==> src/hw/rtl/kmds_pkg.sv <==
`default_nettype none

package kmds_pkg;

    localparam int KEY_ROWS   = 4;
    localparam int KEY_COLS   = 4;
    localparam int TIME_WIDTH = 32;

    localparam int KEY_MAP_W  = 16;
    localparam int KEY_TOTAL  = (KEY_ROWS * KEY_COLS < KEY_MAP_W) ? KEY_ROWS * KEY_COLS
                                                                  : KEY_MAP_W;
    localparam int NOW_W      = 32;
    localparam int DEBOUNCE_W = 16;
    localparam int INDEX_W    = 4;
    localparam int CHAR_W     = 7;

    localparam logic [DEBOUNCE_W-1:0] DEBOUNCE_RESET = 16'd20;

    localparam int LEGEND_ROWS = 4;
    localparam int LEGEND_COLS = 4;

    localparam logic [CHAR_W-1:0] LEGEND_MAP [LEGEND_ROWS][LEGEND_COLS] = '{
        '{7'h31, 7'h32, 7'h33, 7'h41},
        '{7'h34, 7'h35, 7'h36, 7'h42},
        '{7'h37, 7'h38, 7'h39, 7'h43},
        '{7'h2A, 7'h30, 7'h23, 7'h44}
    };

    typedef logic [TIME_WIDTH-1:0] stamp_t;

    typedef struct packed {
        logic               last_valid;
        logic [INDEX_W-1:0] last_index;
        logic               wait_release;
        logic [INDEX_W-1:0] wait_index;
    } track_t;

    typedef struct packed {
        logic               key_valid;
        logic [INDEX_W-1:0] key_index;
        logic [CHAR_W-1:0]  key_char;
    } key_result_t;

    function automatic logic [CHAR_W-1:0] legend_of(input logic [INDEX_W-1:0] pos);
        int row;
        int col;
        row = int'(pos) / KEY_COLS;
        col = int'(pos) % KEY_COLS;
        if (row < LEGEND_ROWS && col < LEGEND_COLS)
        begin
            return LEGEND_MAP[2'(row)][2'(col)];
        end
        return '0;
    endfunction

endpackage

`default_nettype wire

==> src/hw/rtl/kmds_intf.sv <==
`default_nettype none

interface kmds_scan_if;
    import kmds_pkg::*;

    logic                 valid;
    logic                 ready;
    logic [KEY_MAP_W-1:0] key_closed;
    logic [NOW_W-1:0]     now_ms;

    modport source (output valid, output key_closed, output now_ms, input ready);
    modport sink   (input valid, input key_closed, input now_ms, output ready);
endinterface

interface kmds_key_if;
    import kmds_pkg::*;

    logic               valid;
    logic               ready;
    logic               key_valid;
    logic [INDEX_W-1:0] key_index;
    logic [CHAR_W-1:0]  key_char;

    modport source (output valid, output key_valid, output key_index, output key_char,
                    input ready);
    modport sink   (input valid, input key_valid, input key_index, input key_char,
                    output ready);
endinterface

`default_nettype wire

==> src/hw/rtl/kmds_scan.sv <==
`default_nettype none

module kmds_scan (
    input  wire logic [kmds_pkg::KEY_MAP_W-1:0]  key_closed,
    input  wire kmds_pkg::stamp_t                now,
    input  wire logic [kmds_pkg::DEBOUNCE_W-1:0] debounce,
    input  wire logic [kmds_pkg::KEY_TOTAL-1:0]  pressed_q,
    input  wire kmds_pkg::stamp_t                stamps_q [kmds_pkg::KEY_TOTAL],
    input  wire kmds_pkg::track_t                track_q,
    output      logic [kmds_pkg::KEY_TOTAL-1:0]  pressed_d,
    output      logic [kmds_pkg::KEY_TOTAL-1:0]  stamp_we,
    output      kmds_pkg::track_t                track_d,
    output      kmds_pkg::key_result_t           result
);
    import kmds_pkg::*;

    logic                 hold;
    logic [KEY_TOTAL-1:0] cand;
    logic [KEY_TOTAL-1:0] active;
    logic                 found;
    logic [INDEX_W-1:0]   pick;

    assign hold = track_q.wait_release && key_closed[track_q.wait_index];

    // per-key debounce check, all keys in parallel
    always_comb
    begin
        for (int i = 0; i < KEY_TOTAL; i++)
        begin
            cand[i] = key_closed[i] && pressed_q[i]
                   && ((now - stamps_q[i]) >= TIME_WIDTH'(debounce))
                   && !(track_q.last_valid && track_q.last_index == INDEX_W'(i));
        end
    end

    // first candidate in row-major order; keys past it keep their state
    always_comb
    begin
        found  = 1'b0;
        pick   = '0;
        active = '0;
        for (int i = 0; i < KEY_TOTAL; i++)
        begin
            active[i] = !found;
            if (cand[i] && !found)
            begin
                found = 1'b1;
                pick  = INDEX_W'(i);
            end
        end
    end

    always_comb
    begin
        pressed_d = pressed_q;
        stamp_we  = '0;
        track_d   = track_q;
        result    = '0;
        if (!hold)
        begin
            for (int i = 0; i < KEY_TOTAL; i++)
            begin
                if (active[i])
                begin
                    if (!key_closed[i])
                    begin
                        pressed_d[i] = 1'b0;
                    end
                    else if (!pressed_q[i])
                    begin
                        pressed_d[i] = 1'b1;
                        stamp_we[i]  = 1'b1;
                    end
                end
            end
            if (found)
            begin
                track_d.last_valid   = 1'b1;
                track_d.last_index   = pick;
                track_d.wait_release = 1'b1;
                track_d.wait_index   = pick;
                result.key_valid     = 1'b1;
                result.key_index     = pick;
                result.key_char      = legend_of(pick);
            end
            else
            begin
                track_d.last_valid   = 1'b0;
                track_d.last_index   = '0;
                track_d.wait_release = 1'b0;
            end
        end
    end

endmodule

`default_nettype wire

==> src/hw/rtl/keypad_matrix_debounce_scanner_top.sv <==
// A scan passes the input register, then the result register. Throughput: one
// scan per cycle while the key channel does not stall; the per-key debounce
// compare and priority pick over all keys sit in one stage between the input
// and result registers. Reset (rst_n low, asynchronous): pressed marks, release
// tracking and both pipeline valid flags clear, debounce_ms returns to 20; press
// stamps are not reset and are only read once their key has been marked pressed.
`default_nettype none

module keypad_matrix_debounce_scanner_top (
    input  wire logic                            clk,
    input  wire logic                            rst_n,
    input  wire logic                            cfg_we,
    input  wire logic [kmds_pkg::DEBOUNCE_W-1:0] cfg_wdata,
    kmds_scan_if.sink                            scan,
    kmds_key_if.source                           key
);
    import kmds_pkg::*;

    logic [DEBOUNCE_W-1:0] debounce_reg;
    logic [KEY_TOTAL-1:0]  pressed_reg;
    logic [KEY_TOTAL-1:0]  pressed_next;
    stamp_t                stamps_reg [KEY_TOTAL];
    track_t                track_reg;
    track_t                track_next;

    logic                  in_valid_reg;
    logic                  in_valid_next;
    logic [KEY_MAP_W-1:0]  in_closed_reg;
    stamp_t                in_now_reg;
    logic                  out_valid_reg;
    logic                  out_valid_next;
    key_result_t           out_result_reg;
    key_result_t           out_result_next;

    logic                  process;
    logic                  in_take;
    logic [KEY_TOTAL-1:0]  stamp_we;

    assign process   = in_valid_reg && (!out_valid_reg || key.ready);
    assign scan.ready = !in_valid_reg || process;
    assign in_take   = scan.valid && scan.ready;

    assign key.valid     = out_valid_reg;
    assign key.key_valid = out_result_reg.key_valid;
    assign key.key_index = out_result_reg.key_index;
    assign key.key_char  = out_result_reg.key_char;

    kmds_scan u_scan (
        .key_closed (in_closed_reg),
        .now        (in_now_reg),
        .debounce   (debounce_reg),
        .pressed_q  (pressed_reg),
        .stamps_q   (stamps_reg),
        .track_q    (track_reg),
        .pressed_d  (pressed_next),
        .stamp_we   (stamp_we),
        .track_d    (track_next),
        .result     (out_result_next)
    );

    always_comb
    begin
        in_valid_next = in_valid_reg;
        if (in_take)
        begin
            in_valid_next = 1'b1;
        end
        else if (process)
        begin
            in_valid_next = 1'b0;
        end
    end

    always_comb
    begin
        out_valid_next = out_valid_reg;
        if (process)
        begin
            out_valid_next = 1'b1;
        end
        else if (key.ready)
        begin
            out_valid_next = 1'b0;
        end
    end

    always_ff @(posedge clk or negedge rst_n)
    begin
        if (!rst_n)
        begin
            debounce_reg  <= DEBOUNCE_RESET;
            pressed_reg   <= '0;
            track_reg     <= '0;
            in_valid_reg  <= 1'b0;
            out_valid_reg <= 1'b0;
        end
        else
        begin
            if (cfg_we)
            begin
                debounce_reg <= cfg_wdata;
            end
            if (process)
            begin
                pressed_reg <= pressed_next;
                track_reg   <= track_next;
            end
            in_valid_reg  <= in_valid_next;
            out_valid_reg <= out_valid_next;
        end
    end

    always_ff @(posedge clk)
    begin
        if (in_take)
        begin
            in_closed_reg <= scan.key_closed;
            in_now_reg    <= scan.now_ms[TIME_WIDTH-1:0];
        end
        if (process)
        begin
            out_result_reg <= out_result_next;
            for (int i = 0; i < KEY_TOTAL; i++)
            begin
                if (stamp_we[i])
                begin
                    stamps_reg[i] <= in_now_reg;
                end
            end
        end
    end

endmodule

`default_nettype wire

==> src/flat_wrapper.sv <==
// flat-port wrapper written by rule: the top's interface ports become plain ports
module keypad_matrix_debounce_scanner_top_flat import kmds_pkg::*;
  (clk, rst_n, cfg_we, cfg_wdata, scan_valid, scan_key_closed, scan_now_ms, scan_ready, key_valid, key_key_valid, key_key_index, key_key_char, key_ready);
  kmds_scan_if scan_i ();
  kmds_key_if key_i ();
  input  wire logic clk;
  input  wire logic rst_n;
  input  wire logic cfg_we;
  input  wire logic [kmds_pkg::DEBOUNCE_W-1:0] cfg_wdata;
  input wire logic [$bits(scan_i.valid)-1:0] scan_valid;
  input wire logic [$bits(scan_i.key_closed)-1:0] scan_key_closed;
  input wire logic [$bits(scan_i.now_ms)-1:0] scan_now_ms;
  output wire logic [$bits(scan_i.ready)-1:0] scan_ready;
  output wire logic [$bits(key_i.valid)-1:0] key_valid;
  output wire logic [$bits(key_i.key_valid)-1:0] key_key_valid;
  output wire logic [$bits(key_i.key_index)-1:0] key_key_index;
  output wire logic [$bits(key_i.key_char)-1:0] key_key_char;
  input wire logic [$bits(key_i.ready)-1:0] key_ready;
  assign scan_i.valid = scan_valid;
  assign scan_i.key_closed = scan_key_closed;
  assign scan_i.now_ms = scan_now_ms;
  assign scan_ready = scan_i.ready;
  assign key_valid = key_i.valid;
  assign key_key_valid = key_i.key_valid;
  assign key_key_index = key_i.key_index;
  assign key_key_char = key_i.key_char;
  assign key_i.ready = key_ready;
  keypad_matrix_debounce_scanner_top u_core (.clk(clk), .rst_n(rst_n), .cfg_we(cfg_we), .cfg_wdata(cfg_wdata), .scan(scan_i), .key(key_i));
endmodule
==> config.mk <==
export PLATFORM = sky130hd
export DESIGN_NAME = keypad_matrix_debounce_scanner_top_flat
export DESIGN_NICKNAME = d
export VERILOG_FILES = /design/src/hw/rtl/kmds_pkg.sv /design/src/hw/rtl/kmds_intf.sv /design/src/hw/rtl/kmds_scan.sv /design/src/hw/rtl/keypad_matrix_debounce_scanner_top.sv /design/src/flat_wrapper.sv
export SDC_FILE = /design/constraint.sdc
export NUM_CORES = 2
export LEC_CHECK = 0
export ABC_AREA = 0
export BUFFER_PORTS_ARGS = -buffer_cell sky130_fd_sc_hd__clkbuf_2
export CAP_MARGIN = 20
export CORE_ASPECT_RATIO = 1.25
export CORE_MARGIN = 2
export CORE_UTILIZATION = 60
export CTS_CLUSTER_SIZE = 10
export DETAILED_ROUTE_END_ITERATION = 10
export PLACE_DENSITY = 0.86
export SETUP_SLACK_MARGIN = 0.02
export SYNTH_ARGS = -nofsm -noshare
export SYNTH_HDL_FRONTEND = slang
export SYNTH_SLANG_ARGS = --single-unit
==> constraint.sdc <==
create_clock -name clk -period 26.1 [get_ports clk]
set_input_delay 0 -clock clk [delete_from_list [all_inputs] [get_ports clk]]
set_output_delay 0 -clock clk [all_outputs]
set_load 0.01 [all_outputs]
==> impl_metrics.csv <==
group,metric,value,unit
yosys,syn_area,55500,um^2
floorplanning,die_w,276,um
layout,area_growth,9.20,%
critical_path,cp-start-kind,"flop",
cts,post_cts_buffers,0,
run,maxCapViolations,0,
grt,antenna_found_initial,11,
sta,fin_crit_sh,0.336,
power,ir_worst_vdd,0.0000533,V
layout,fillers,7260,
place,gp_congestion,0.991,
routing,vias,51000,
critical_path,worstPathRequired,26.38,ns
critical_path,r2r_slack,17.32,ns
yosys,synth_nets,6983,
layout,multi_input_area,34400,um^2
worst_hold_path,hold_start,"cfg_we",
sta,tightest_slew,1.19,ns
cts,cts.sink_count,615,
place,place_area,57700,um^2
critical_path,r2r_cells,24,
sta,max_freq,114,MHz
sta,slew_viol_final,0,
yosys,syn_area_per_cell,9.04,um^2
status,status,"finished clean",
grt,track_usage,0.361,
power,leakagePower,0.0259,uW
critical_path,crit_path_end_kind,"flop",
yosys,synth_flop_cell,"edfxtp_1",
yosys,yosysMostFrequentCell,"ha_1",
yosys,async_flop_share,0.0699,
grt,grt_max_degree,44,
cts,clock_path_buffers,3,
layout,final_cells,7564,
grt,busiest_layer,"met2",
grt,use_met1,0.434,
sta,tns,0,ns
floorplanning,start_util,0.607,
floorplanning,ioPinCount,83,
cts,cts_tree,"built",
critical_path,worstPathArrival,9.05,ns
sta,period_needed,8.78,ns
yosys,ys_seq_elements,615,
cts,cts_resized,0,
layout,finalNetCount,7161,
worst_hold_path,min_to,"u_core.debounce_reg[14]$_DFFE_PN0P_",
critical_path,crit-reg2reg-launch,"u_core.in_now_reg[0]$_DFFE_PP_",
sta,rsz0062_at_grt,"false",
routing,avgViaCountPerCell,6.74,
critical_path,critPathMaxFanout,32,
critical_path,critPathKind,"reg2reg",
cts,cts-root-buf,"clkbuf_16",
routing,drtAntennaViolNets,0,
layout,largest_register_ff_count,512,
cts,htree_levels,3,
yosys,synthTopCellsByArea,"edfxtp_1 (31%), ha_1 (17%), a21oi_1 (5.6%)",
layout,fin_area,60700,um^2
worst_hold_path,hold_class,"in2reg",
sta,slew_headroom,0.204,
grt,grt_pass1_wl,269,mm
sta,whs,0.0386,ns
sta,hold_viol_final,0,
yosys,synth_edf_count,572,
yosys,yosys_warnings,0,
grt,grt.overflow.total,0,
grt,grt_pass1_vias,48900,
layout,drive_gt1_frac,0.0575,
cts,hold_buffers,75,
yosys,synthTopCellsByCount,"ha_1 (755), inv_1 (633), a21oi_1 (620), edfxtp_1 (572), nand2_1 (493)",
place,dp.cells,7366,
routing,wirelength,177,mm
floorplanning,num_rows,124,
yosys,seq_area_frac_synth,0.329,
routing,wl_per_cell,23.4,um
routing,drt_iter0_drc,5343,
yosys,yosysTopAreaCell,"edfxtp_1",
routing,drcViolationCount,0,
floorplanning,die_area,95000,um^2
cts,clk_latency,0.65,ns
sta,setup_violations,0,
cts,clkTransAtPathRegs,0.06,ns
cts,numCtsBuffers,75,
worst_hold_path,hold_path_depth,3,
place,dp_hpwl,122,mm
yosys,netlist_instances,6143,
floorplanning,core_area,91500,um^2
grt,met3_usage,0.0645,
sta,finClkSkew,0.0288,ns
place,port_buffers,82,
floorplanning,die_h,344,um
critical_path,r2r_end,"u_core.stamps_reg[16]$_DFFE_PP_",
layout,seqCellArea,18300,um^2
grt,use_met2,0.590,
power,cellPowerDensity,60.1,nW/um^2
routing,drt_first_pass_iters,6,
yosys,synth_top_area_frac,0.309,
yosys,synthDistinctLibCells,105,
## power by group
group	leakage, uW	internal, uW	switching, uW
combinational	0.0191	536	883
clock	0.00108	574	423
sequential	0.00572	1180	52.5
total	0.0259	2290	1360
## final cells by class
cell class / instances / share of cell area
multi-input cells: 4749 / 0.567
flip-flops and latches: 615 / 0.301
inverters: 633 / 0.0392
clock buffers: 100 / 0.0337
repair buffers: 247 / 0.0311
well taps: 1197 / 0.0247
clock inverters: 17 / 0.00305
diodes: 6 / 0.000248
## worst max-delay path: stages (launching register included)
cell	delay, ns
edfxtp_1	0.32
buf_4	0.32
inv_1	0.60
ha_1	0.50
fa_1	0.47
nand2b_1	0.18
a21o_1	0.19
a2111oi_0	0.75
nor3_1	0.18
xnor2_1	0.19
ha_1	0.33
nor2b_1	0.14
a2111o_1	0.38
a211oi_1	0.19
o21ai_0	0.14
a211o_1	0.29
nor4_1	0.31
nand4_1	0.30
o31ai_2	0.60
nand4_2	0.36
nor2_1	0.52
nand4_1	0.26
nor2b_1	0.25
and3b_1	0.18
buf_4	0.39
## layout by cell type, fill, tap and decap left out, types with 131 or more instances in the layout
cell / Yosys / layout
ha_1: 755 / 755
inv_1: 633 / 633
a21oi_1: 620 / 620
edfxtp_1: 572 / 572
nand2_1: 493 / 493
o21ai_0: 326 / 326
nor2_1: 306 / 306
xnor2_1: 199 / 199
a21o_1: 184 / 184
nand4_1: 146 / 146
xor2_1: 142 / 142
nand3_1: 131 / 131
## worst max-delay path by stage
stage | startpoint | slack [ns] | cells after the start | end
4_1_cts | u_core.in_now_reg[0]$_DFFE_PP_ | 17.56 | 24 | u_core.stamps_reg[0]$_DFFE_PP_
3_3_place_gp | u_core.in_now_reg[0]$_DFFE_PP_ | 17.95 | 25 | u_core.key.key_char[3]$_SDFFCE_PP0P_
5_1_grt | u_core.in_now_reg[0]$_DFFE_PP_ | 16.79 | 24 | u_core.stamps_reg[16]$_DFFE_PP_
3_5_place_dp | u_core.in_now_reg[0]$_DFFE_PP_ | 17.59 | 24 | u_core.stamps_reg[16]$_DFFE_PP_
6_report | u_core.in_now_reg[0]$_DFFE_PP_ | 17.32 | 24 | u_core.stamps_reg[16]$_DFFE_PP_
2_1_floorplan | u_core.in_now_reg[1]$_DFFE_PP_ | 16.18 | 20 | u_core.stamps_reg[160]$_DFFE_PP_
## per-layer routing
layer | wire (um) | vias to the layer above
li1 | - | 23400
met1 | 66100 | 23900
met2 | 78100 | 2816
met3 | 17700 | 767
met4 | 14800 | 8
met5 | 58 | -
## per-stage QoR
step | worst slack (ns) | total power (uW) | util
floorplan | 16.18 | 2220 | -
global placement | 17.95 | 2570 | 0.630
detailed placement | 17.59 | 2610 | 0.630
CTS | 17.56 | 3610 | 0.662
global route | 16.79 | 3820 | 0.662
finish | 17.32 | 3650 | 0.663
## kinds of logic after synthesis
family	count (synthesis)	share of synthesized area
adders and majority gates	771	0.176
muxes	68	0.0139
DFF	615	0.329
xor gates and xnor gates	341	0.0538
and+or+nand+nor	1591	0.142
AOI/OAI and AO/OA	1978	0.232
buffers and inverters	779	0.0532
No activity file was read; power rests on OpenSTA's default activity.
